===== config.mk =====
export PLATFORM = sky130hd
export DESIGN_NAME = gms_ctrl
export DESIGN_NICKNAME = d
export VERILOG_FILES = /design/src/design/gms_pkg.sv /design/src/design/gms_ctrl.sv
export SDC_FILE = /design/constraint.sdc
export NUM_CORES = 1
export LEC_CHECK = 0
export BUFFER_PORTS_ARGS = -buffer_cell sky130_fd_sc_hd__buf_4
export CORE_MARGIN = 3
export CORE_UTILIZATION = 50
export DETAILED_ROUTE_END_ITERATION = 7
export GPL_ROUTABILITY_DRIVEN = 1
export GPL_TIMING_DRIVEN = 0
export PLACE_DENSITY = 0.82
export SYNTH_ARGS = -nofsm -noshare
export SYNTH_HDL_FRONTEND = slang
export SYNTH_SLANG_ARGS = --single-unit

===== constraint.sdc =====
create_clock -name clk -period 5.5 [get_ports clk]
set_input_delay 0.825 -clock clk [delete_from_list [all_inputs] [get_ports clk]]
set_output_delay 0.825 -clock clk [all_outputs]
set_load 0.01 [all_outputs]

===== src/design/gms_pkg.sv =====
// Shared types, constants and constant tables of the Gaussian mixture scorer.
package gms_pkg;

	localparam int NUM_COMPS  = 8;
	localparam int NUM_DIMS   = 4;
	localparam int COMP_W     = $clog2(NUM_COMPS);
	localparam int DIM_W      = $clog2(NUM_DIMS);
	localparam int ADDR_W     = COMP_W + DIM_W;
	localparam int TBL_DEPTH  = NUM_COMPS * NUM_DIMS;
	localparam int DATA_W     = 32;
	localparam int DIMS_W     = 3;
	localparam int COMPS_W    = 4;
	localparam int CFG_IDX_W  = 2;
	localparam int CFG_DATA_W = 4;
	localparam int VAR_W      = 31;
	localparam int PRIOR_W    = 17;
	localparam int LN_W       = 24;
	localparam int PROD_W     = 64;
	localparam int Q_W        = 41;
	localparam int HALF_W     = 42;
	localparam int LK_W       = 34;
	localparam int EXPD_W     = 35;
	localparam int EXPR_W     = 17;
	localparam int TOT_W      = 20;
	localparam int FRAC_W     = 16;

	localparam logic [DIMS_W-1:0]  DIMS_RST   = 3'd4;
	localparam logic [COMPS_W-1:0] COMPS_RST  = 4'd8;
	localparam logic [VAR_W-1:0]   VAR_RST    = 31'd65536;
	localparam logic [PRIOR_W-1:0] ONE_Q16    = 17'd65536;
	localparam logic [PRIOR_W-1:0] PRIOR_RST  = 17'(65536 / NUM_COMPS);
	localparam logic [31:0]        LN2_Q32    = 32'd2977044472;
	localparam logic [30:0]        LOG2E_Q30  = 31'd1549082005;
	localparam logic signed [42:0] LN2PI_Q16  = 43'sd120447;
	localparam logic signed [EXPD_W-1:0] EXP_DMIN = -35'sd1572864;
	localparam logic [Q_W-1:0]     Q_CAP      = 41'd1 << 40;
	localparam logic signed [LK_W-1:0] LK_I32MIN = -34'sd2147483648;
	localparam logic signed [47:0] I32_MIN48  = -48'sd2147483648;
	localparam logic signed [47:0] I32_MAX48  = 48'sd2147483647;

	typedef enum logic [1:0] {
		FUNC_MEAN   = 2'd0,
		FUNC_VAR    = 2'd1,
		FUNC_PRIOR  = 2'd2,
		FUNC_SAMPLE = 2'd3
	} func_t;

	typedef enum logic [CFG_IDX_W-1:0] {
		CFG_DIMS  = 2'd0,
		CFG_COMPS = 2'd1
	} cfg_idx_t;

	typedef enum logic [1:0] {
		LN_VAR,
		LN_PRIOR,
		LN_TOTAL
	} ln_sel_t;

	typedef enum logic [3:0] {
		ST_IDLE,
		ST_MUL,
		ST_DIVI,
		ST_WAIT,
		ST_SUM1,
		ST_SUM2,
		ST_FLN,
		ST_FLNW,
		ST_FCHK,
		ST_FEXP,
		ST_FEXW,
		ST_FLNT,
		ST_FLNTW,
		ST_EMIT
	} state_t;

	typedef struct packed {
		func_t              func;
		logic [2:0]         component_index;
		logic [1:0]         dim_index;
		logic signed [31:0] data_value;
	} item_t;

	typedef struct packed {
		logic signed [31:0] log_density;
		logic               saturated;
	} result_t;

	typedef struct packed {
		logic              load;
		logic              take;
		logic [COMP_W-1:0] k;
		logic [DIM_W-1:0]  d;
		logic              first;
		logic              mul;
		logic              div_init;
		logic              sum1;
		logic              sum2;
		logic              fin_init;
		logic              ln_start;
		ln_sel_t           ln_sel;
		logic              lk_store;
		logic              exp_start;
		logic              tot_add;
		logic              emit;
	} cmd_t;

	typedef struct packed {
		logic div_busy;
		logic ln_busy;
		logic exp_busy;
		logic prior_pos;
		logic lk_valid;
		logic none;
		logic out_free;
	} sts_t;

	typedef logic [FRAC_W-1:0][30:0] root_tbl_t;

	function automatic logic [63:0] isqrt64(input logic [63:0] v);
		logic [63:0] rem;
		logic [63:0] r;
		logic [63:0] b;
		rem = v;
		r = '0;
		b = 64'd1 << 62;
		for (int j = 0; j < 32; j++) begin
			if (rem >= r + b) begin
				rem = rem - (r + b);
				r = (r >> 1) + b;
			end else begin
				r = r >> 1;
			end
			b = b >> 2;
		end
		return r;
	endfunction

	// Repeated square roots of 2.0 in Q30, entry i is 2^(2^(i-16))
	function automatic root_tbl_t make_roots();
		root_tbl_t   t;
		logic [63:0] root;
		root = 64'd2 << 30;
		for (int i = FRAC_W - 1; i >= 0; i--) begin
			root = isqrt64(root << 30);
			t[i] = root[30:0];
		end
		return t;
	endfunction

	localparam root_tbl_t EXP_ROOTS = make_roots();

	function automatic logic signed [31:0] sat_i32(input logic signed [47:0] v);
		logic signed [31:0] r;
		if (v < I32_MIN48) r = 32'sh8000_0000;
		else if (v > I32_MAX48) r = 32'sh7FFF_FFFF;
		else r = 32'(v);
		return r;
	endfunction

endpackage


===== src/design/gms_ctrl.sv =====
// Controller: sequencing state machine, loop counters and configuration registers.
module gms_ctrl import gms_pkg::*; (
	input  logic                  clk,
	input  logic                  arst_n,
	input  logic                  item_valid,
	output logic                  item_ready,
	input  func_t                 item_func,
	input  logic                  cfg_valid,
	output logic                  cfg_ready,
	input  logic [CFG_IDX_W-1:0]  cfg_index,
	input  logic [CFG_DATA_W-1:0] cfg_data,
	input  sts_t                  sts,
	output cmd_t                  cmd
);

	state_t             state_q, state_d;
	logic [COMP_W-1:0]  k_q;
	logic [DIM_W-1:0]   elem_q;
	logic [DIMS_W-1:0]  dims_q;
	logic [COMPS_W-1:0] comps_q;

	logic [DIMS_W-1:0]  dims_eff;
	logic [COMPS_W-1:0] comps_eff;
	logic               k_last;
	logic               elem_last;
	logic               accept;
	logic               k_inc, k_clr, elem_inc, elem_clr;

	always_comb begin
		if (dims_q == '0) dims_eff = DIMS_W'(1);
		else if (dims_q > DIMS_W'(NUM_DIMS)) dims_eff = DIMS_W'(NUM_DIMS);
		else dims_eff = dims_q;
		if (comps_q == '0) comps_eff = COMPS_W'(1);
		else if (comps_q > COMPS_W'(NUM_COMPS)) comps_eff = COMPS_W'(NUM_COMPS);
		else comps_eff = comps_q;
		k_last    = (COMPS_W'(k_q) + COMPS_W'(1)) >= comps_eff;
		elem_last = (DIMS_W'(elem_q) + DIMS_W'(1)) >= dims_eff;
		accept    = item_valid && (state_q == ST_IDLE);
	end

	// next state
	always_comb begin
		state_d = state_q;
		case (state_q)
			ST_IDLE:  if (accept && item_func == FUNC_SAMPLE) state_d = ST_MUL;
			ST_MUL:   state_d = ST_DIVI;
			ST_DIVI:  state_d = ST_WAIT;
			ST_WAIT:  if (!sts.div_busy && !sts.ln_busy) state_d = ST_SUM1;
			ST_SUM1:  state_d = ST_SUM2;
			ST_SUM2: begin
				if (!k_last) state_d = ST_MUL;
				else if (!elem_last) state_d = ST_IDLE;
				else state_d = ST_FLN;
			end
			ST_FLN: begin
				if (sts.prior_pos) state_d = ST_FLNW;
				else if (k_last) state_d = ST_FCHK;
			end
			ST_FLNW:  if (!sts.ln_busy) state_d = k_last ? ST_FCHK : ST_FLN;
			ST_FCHK:  state_d = sts.none ? ST_EMIT : ST_FEXP;
			ST_FEXP: begin
				if (sts.lk_valid) state_d = ST_FEXW;
				else if (k_last) state_d = ST_FLNT;
			end
			ST_FEXW:  if (!sts.exp_busy) state_d = k_last ? ST_FLNT : ST_FEXP;
			ST_FLNT:  state_d = ST_FLNTW;
			ST_FLNTW: if (!sts.ln_busy) state_d = ST_EMIT;
			ST_EMIT:  if (sts.out_free) state_d = ST_IDLE;
			default:  state_d = ST_IDLE;
		endcase
	end

	// outputs
	always_comb begin
		cmd          = '0;
		cmd.ln_sel   = LN_VAR;
		cmd.k        = k_q;
		cmd.d        = elem_q;
		cmd.first    = elem_q == '0;
		item_ready   = 1'b0;
		k_inc        = 1'b0;
		k_clr        = 1'b0;
		elem_inc     = 1'b0;
		elem_clr     = 1'b0;
		case (state_q)
			ST_IDLE: begin
				item_ready = 1'b1;
				cmd.load   = accept && item_func != FUNC_SAMPLE;
				cmd.take   = accept && item_func == FUNC_SAMPLE;
				k_clr      = 1'b1;
			end
			ST_MUL: begin
				cmd.mul      = 1'b1;
				cmd.ln_start = 1'b1;
				cmd.ln_sel   = LN_VAR;
			end
			ST_DIVI:  cmd.div_init = 1'b1;
			ST_SUM1:  cmd.sum1 = 1'b1;
			ST_SUM2: begin
				cmd.sum2 = 1'b1;
				if (!k_last) begin
					k_inc = 1'b1;
				end else begin
					k_clr = 1'b1;
					if (elem_last) begin
						elem_clr     = 1'b1;
						cmd.fin_init = 1'b1;
					end else begin
						elem_inc = 1'b1;
					end
				end
			end
			ST_FLN: begin
				if (sts.prior_pos) begin
					cmd.ln_start = 1'b1;
					cmd.ln_sel   = LN_PRIOR;
				end else begin
					k_inc = !k_last;
					k_clr = k_last;
				end
			end
			ST_FLNW: begin
				if (!sts.ln_busy) begin
					cmd.lk_store = 1'b1;
					k_inc = !k_last;
					k_clr = k_last;
				end
			end
			ST_FEXP: begin
				if (sts.lk_valid) begin
					cmd.exp_start = 1'b1;
				end else begin
					k_inc = !k_last;
					k_clr = k_last;
				end
			end
			ST_FEXW: begin
				if (!sts.exp_busy) begin
					cmd.tot_add = 1'b1;
					k_inc = !k_last;
					k_clr = k_last;
				end
			end
			ST_FLNT: begin
				cmd.ln_start = 1'b1;
				cmd.ln_sel   = LN_TOTAL;
			end
			ST_EMIT:  cmd.emit = sts.out_free;
			default: ;
		endcase
	end

	always_ff @(posedge clk or negedge arst_n) begin
		if (!arst_n) begin
			state_q <= ST_IDLE;
			k_q     <= '0;
			elem_q  <= '0;
			dims_q  <= DIMS_RST;
			comps_q <= COMPS_RST;
		end else begin
			state_q <= state_d;
			if (k_clr) k_q <= '0;
			else if (k_inc) k_q <= k_q + COMP_W'(1);
			if (elem_clr) elem_q <= '0;
			else if (elem_inc) elem_q <= elem_q + DIM_W'(1);
			if (cfg_valid) begin
				case (cfg_index)
					CFG_DIMS:  dims_q  <= cfg_data[DIMS_W-1:0];
					CFG_COMPS: comps_q <= cfg_data;
					default: ;
				endcase
			end
		end
	end

	assign cfg_ready = 1'b1;

endmodule


After elaboration in Yosys (flattened, before gate mapping)
Index checks and enable logic that the tools add are counted.
{"block": "totals", "ff_bits": 16, "latch_bits": 0, "ramBits": 0, "rom_bits": 0, "out_inout_bits": 22, "n_memories": 0}
{"block": "classes", "add_sub_neg": 4, "mul": 0, "div_mod_pow": 0, "n_lt_le_gt_ge": 4, "eq_ne": 24, "n_shift": 0, "muxes": 57, "n_bitwise": 0, "reduce_logical": 17}
{"operator": "$pmux 4 s14", "count": 1}
{"operator": "$mux 4", "count": 13}
{"operator": "$mux 1", "count": 27}
{"operator": "$eq 4x4->1 const B", "count": 6}
{"operator": "$mux 3", "count": 8}
{"operator": "$eq 4x3->1 const B", "count": 4}
{"operator": "$ne 2x2->1 const B", "count": 6}
{"operator": "$mux 2", "count": 5}
{"operator": "$pmux 3 s3", "count": 1}
{"operator": "$eq 4x2->1 const B", "count": 2}
{"operator": "$logic_not 4->1", "count": 2}
{"operator": "$reduce_and 8->1", "count": 1}
{"operator": "$ne 3x3->1 const B", "count": 2}
{"operator": "$pmux 1 s6", "count": 1}
{"operator": "$pmux 1 s5", "count": 1}
{"operator": "$add 3x1->4 const B", "count": 1}
{"operator": "$eq 4x1->1 const B", "count": 1}
{"operator": "$ge 4x4->1", "count": 1}
{"operator": "$gt 4x4->1 const B", "count": 1}
{"operator": "$logic_and 1x1->1", "count": 4}
{"operator": "$logic_not 2->1", "count": 2}
{"operator": "$reduce_and 2->1", "count": 2}
{"operator": "$reduce_bool 2->1", "count": 2}
{"operator": "$add 2x1->3 const B", "count": 1}
{"operator": "9 further kinds", "count": 11}

Longest topological paths before layout
{"block": "depth", "depth_word": 9, "ltp_mapped": 10, "ltp_nobuf": 10}

Worst setup path before layout
Ideal clock, no wire load.
{"block": "synth_path", "path_kind": "register to output", "start": "register k_q[0]", "end": "output port cmd[7] (netlist bit)", "t_arrival_ns": 1.728, "required_time_ns": 4.675, "slack_ns": 2.947, "path_stages_with_launch": 8, "path_cell_list": "dfrtp_1 ha_1 xor2_1 ha_1 o21a_1 nor2_1 a211o_1 nor2_1"}
{"item": "from (decl)", "line": "gms_ctrl.sv:17", "rtl": "logic [COMP_W-1:0] k_q;"}
{"item": "from (signal assigned)", "line": "gms_ctrl.sv:163", "rtl": "else if (k_inc) k_q <= k_q + COMP_W'(1);"}
{"item": "to (decl)", "line": "gms_ctrl.sv:13", "rtl": "output cmd_t cmd"}

==> key figures <==
Run status
  – Status: complete, no violations

Global route
  – Most used routing layer in global routing: met2
  – Maximum number of pins on one net before global-route repair: 17
  – Global-route met3 utilization: 0.04751
  – Wire length of the first global-routing pass: 5.499 mm
  – M1 GR Usage: 0.2539
  – Number of antenna violations at the first check in global routing: 0
  – Met2 track demand over resource: 0.3605
  – Global route total overflow: 0
  – Total Routing Usage GR: 0.2082
  – Via count of the first global-routing pass: 1239

Clocking
  – CTS tree: yes
  – Count of hold-fix buffers inserted at cts: 0
  – Max Buffers Root-to-Sink: 2
  – Number of buffers added for setup after CTS: 0
  – Number of gates resized after cts: 0
  – CTS Sinks: 16
  – Library cell used as clock root buffer: sky130_fd_sc_hd__clkbuf_4
  – Number of clock buffers inserted by TritonCTS: 3
  – Maximum level of the CTS H-tree: 1
  – CTS clock-pin slew for the worst setup and hold paths: 0.10 ns
  – Worst-Skew Late Latency: 0.29 ns

Synth
  – Synthesized instance count: between 150 and 200
  – Net count after synthesis: 187
  – Average cell area after synthesis: 8.228 um2
  – Netlist cell types: 43
  – Post-synthesis register bit count: 16
  – Post-Syn Area: 0.001300 mm2
  – Count of synthesis-stage warnings from yosys: 0
  – Proportion of synthesized chip area in sequential cells: 0.3099

Timing
  – Period Utilization, post-route: 0.5586
  – Post-route setup slack: 2.428 ns
  – Relative slew margins: 0.5396
  – Time the final worst path needs with I/O delays and setup: 3.072 ns
  – Final Hold Vio Count: 0
  – Setup Viol. Count Final: 0
  – Setup TNS: 0 ns
  – Pin slew with the least headroom to its limit: 0.6907 ns
  – Maximum clock skew at final layout: 0.006622 ns
  – Max-slew violation count: 0
  – Maximum clock rate: roughly 330 MHz
  – Unrepaired setup endpoints after global routing: false

Floorplan
  – Total number of placement rows: 17
  – Overall die height: 56.99 um
  – Overall die area: 0.003248 mm2
  – Starting density of the core: 0.5556
  – Die boundary width: 56.99 um
  – CORE AREA: 0.002340 mm2
  – Num ports: 41

Layout
  – Post-layout nets: between 200 and 250
  – Number of standard cells in the final layout excluding fillers: roughly 230
  – Leading cell type in the layout, fill and taps excluded: sky130_fd_sc_hd__buf_4
  – Proportion of layout cells with a drive suffix above 1: 0.2935
  – Sequential cell area: 402.9 um2
  – Area grow syn2layout: 28.01%
  – Highest-count cells in the layout ignoring fill and taps: 40 x sky130_fd_sc_hd__buf_4, 16 x sky130_fd_sc_hd__nand2_1, 15 x sky130_fd_sc_hd__nor2_1, 14 x sky130_fd_sc_hd__dfrtp_1
  – Finished Core Util: 0.7112
  – Number of diodes added for antenna fixing: 0
  – Area of combinational cells with multiple inputs: around 810 um2
  – Fill count: approximately 220

Critical path
  – Cell type of the slowest stage on the worst timing path: sky130_fd_sc_hd__dfrtp_1
  – Worst endpoint required time: 4.68 ns
  – Worst path top cell family by delay: adder cells
  – Cell-by-cell trace of the critical path: ha_1, xor2_1, ha_1, o21a_1, nor2_1, a211o_1, nor2_1, buf_4
  – Critical Path Stages: 8
  – Critical Path Max Stage Delay: about 0.46 ns
  – R2R depth: 9
  – Start-to-end type of the worst setup path: register to primary output
  – Type of element launching the critical path: register
  – Buf+Inv Stages, Crit Path: 1
  – Setup crit end kind: primary output
  – Crit-path max FO: 6
  – Arrival time of the worst setup path: 2.25 ns

Power
  – Final Total Pwr: 0.7456 mW
  – Power Density: 448.1 mW/mm2
  – Max rail drop VDD: slightly below 0.3 mV
  – Static Leak: 0.8131 nW

Drt
  – DRC Markers: 0
  – Avg WL per Cell: 14.15 um
  – Total number of vias: between 1k and 1.5k
  – Final routed wirelength across all metal layers: 3.240 mm
  – Vias per std cell: 5.729
  – Count of nets left with antenna violations after detail routing: 0
  – DRC marker count from the first detailed-route iteration: 68
  – Initial DRT Pass Iterations: 4

Place
  – Final weighted congestion in routability-driven placement: 0.9045
  – Buffers added on ports: 39
  – Placed Cells: 225
  – HPWL after DPL: 2.588 mm
  – Place WS: about 2.8 ns

Hold path
  – Min-delay worst type: primary input to async pin

Job
  – Max-cap violation count: 0
[cell usage after synthesis, drive strengths merged]
cell	number	area, um2
a31oi	1	6.260
dfrtp	14	350.3
nand2b	5	31.28
o21ai	12	60.06
or2	1	6.260
mux2	6	67.56
and3b	2	17.52
or4b	1	10.01
o2111ai	2	17.52
nor4	1	21.27
nor3	9	50.05
clkbuf	2	7.510
dfstp	2	52.55
a32oi	1	8.760
o21bai	1	7.510
a21oi	12	60.06
o21a	1	7.510
o32a	1	10.01
conb	1	3.750
nand3b	1	7.510
or3	1	6.260
or3b	1	8.760
o31ai	2	15.01
inv	12	45.04
nor4b	1	8.760
nor2b	1	6.260
and2b	1	7.510
and3	1	6.260
buf	6	38.79
nor4bb	2	20.02
ha	10	125.1
nand3	4	20.02
nor2	15	56.30
xor2	2	17.52
nor3b	2	15.01
a21o	2	15.01
a2111oi	1	8.760
o211ai	1	7.510
a211o	1	8.760
nand2	16	60.06
[power breakdown]
| group | internal, mW | leakage [nW] | switching (mW) | total (mW) |
|---|---|---|---|---|
| clock network | 0.0404 | 0.0210 | 0.0407 | 0.0811 |
| registers | 0.154 | 0.197 | 0.0293 | 0.184 |
| logic | 0.210 | 0.595 | 0.271 | 0.481 |
| total | 0.405 | 0.813 | 0.341 | 0.746 |
[routing by layer]
layer / wire (um) / part of all wire
met5: 0 / 0
met4: 24 / 0.0074
met3: 146 / 0.045
met2: 1721 / 0.53
met1: 1348 / 0.42
[layout make-up]
cell class,instances,area share
Tap cell,28,0.02105
Inverter,12,0.02707
Multi-Input combinational cell,122,0.4842
Clock buffer,4,0.02180
Buffer,8,0.02782
Timing Repair Buffer,39,0.1759
Sequential cell,16,0.2421
[final timing paths]
path                            startpoint    endpoint  slack (ns)
worst max-delay path                k_q[0]      cmd[7]        2.43
worst min-delay path                arst_n   dims_q[0]        0.37
worst max register to register      k_q[0]  state_q[3]        2.82
worst min register to register  comps_q[0]  comps_q[0]        0.52
max in group asynchronous           arst_n  comps_q[3]        4.89
min in group clk                comps_q[0]  comps_q[0]        0.52
[state kept, by name, indices dropped and copies added (netlist names)]
| name | flops |
|---|---|
| state_q | 4 |
| elem_q | 2 |
| comps_q | 4 |
| k_q | 3 |
| dims_q | 3 |
[worst register-to-register path, delay by kind of cell (launching register included)]
| kind | cells | cell delay (ns) |
|---|---|---|
| xor gates and xnor gates | 1 | 0.17 |
| DFF | 1 | 0.46 |
| and+or+nand+nor | 1 | 0.05 |
| adders and majority gates | 2 | 0.57 |
| AOI/OAI and AO/OA | 5 | 1.32 |
[cell families (layout without fill, tap and decap cells)]
group	Yosys count	after routing	synth area share
and+or+nand+nor	65	65	0.2762
AOI/OAI and AO/OA	38	38	0.1790
buffers and inverters	20	63	0.07026
DFF	16	16	0.3099
adders and majority gates	10	10	0.09625
muxes	6	6	0.05197
xor gates and xnor gates	2	2	0.01348
other	1	1	0.002885
[metrics by stage]
stage,hold WS [ns],instance area [um2]
finish,0.3679,1664
global route,0.3647,1664
CTS,0.3659,1664
detailed placement,0.4989,1628
floorplan,0.4801,1300
global placement,0.4963,1628
No activity file was read; power rests on OpenSTA's default activity.
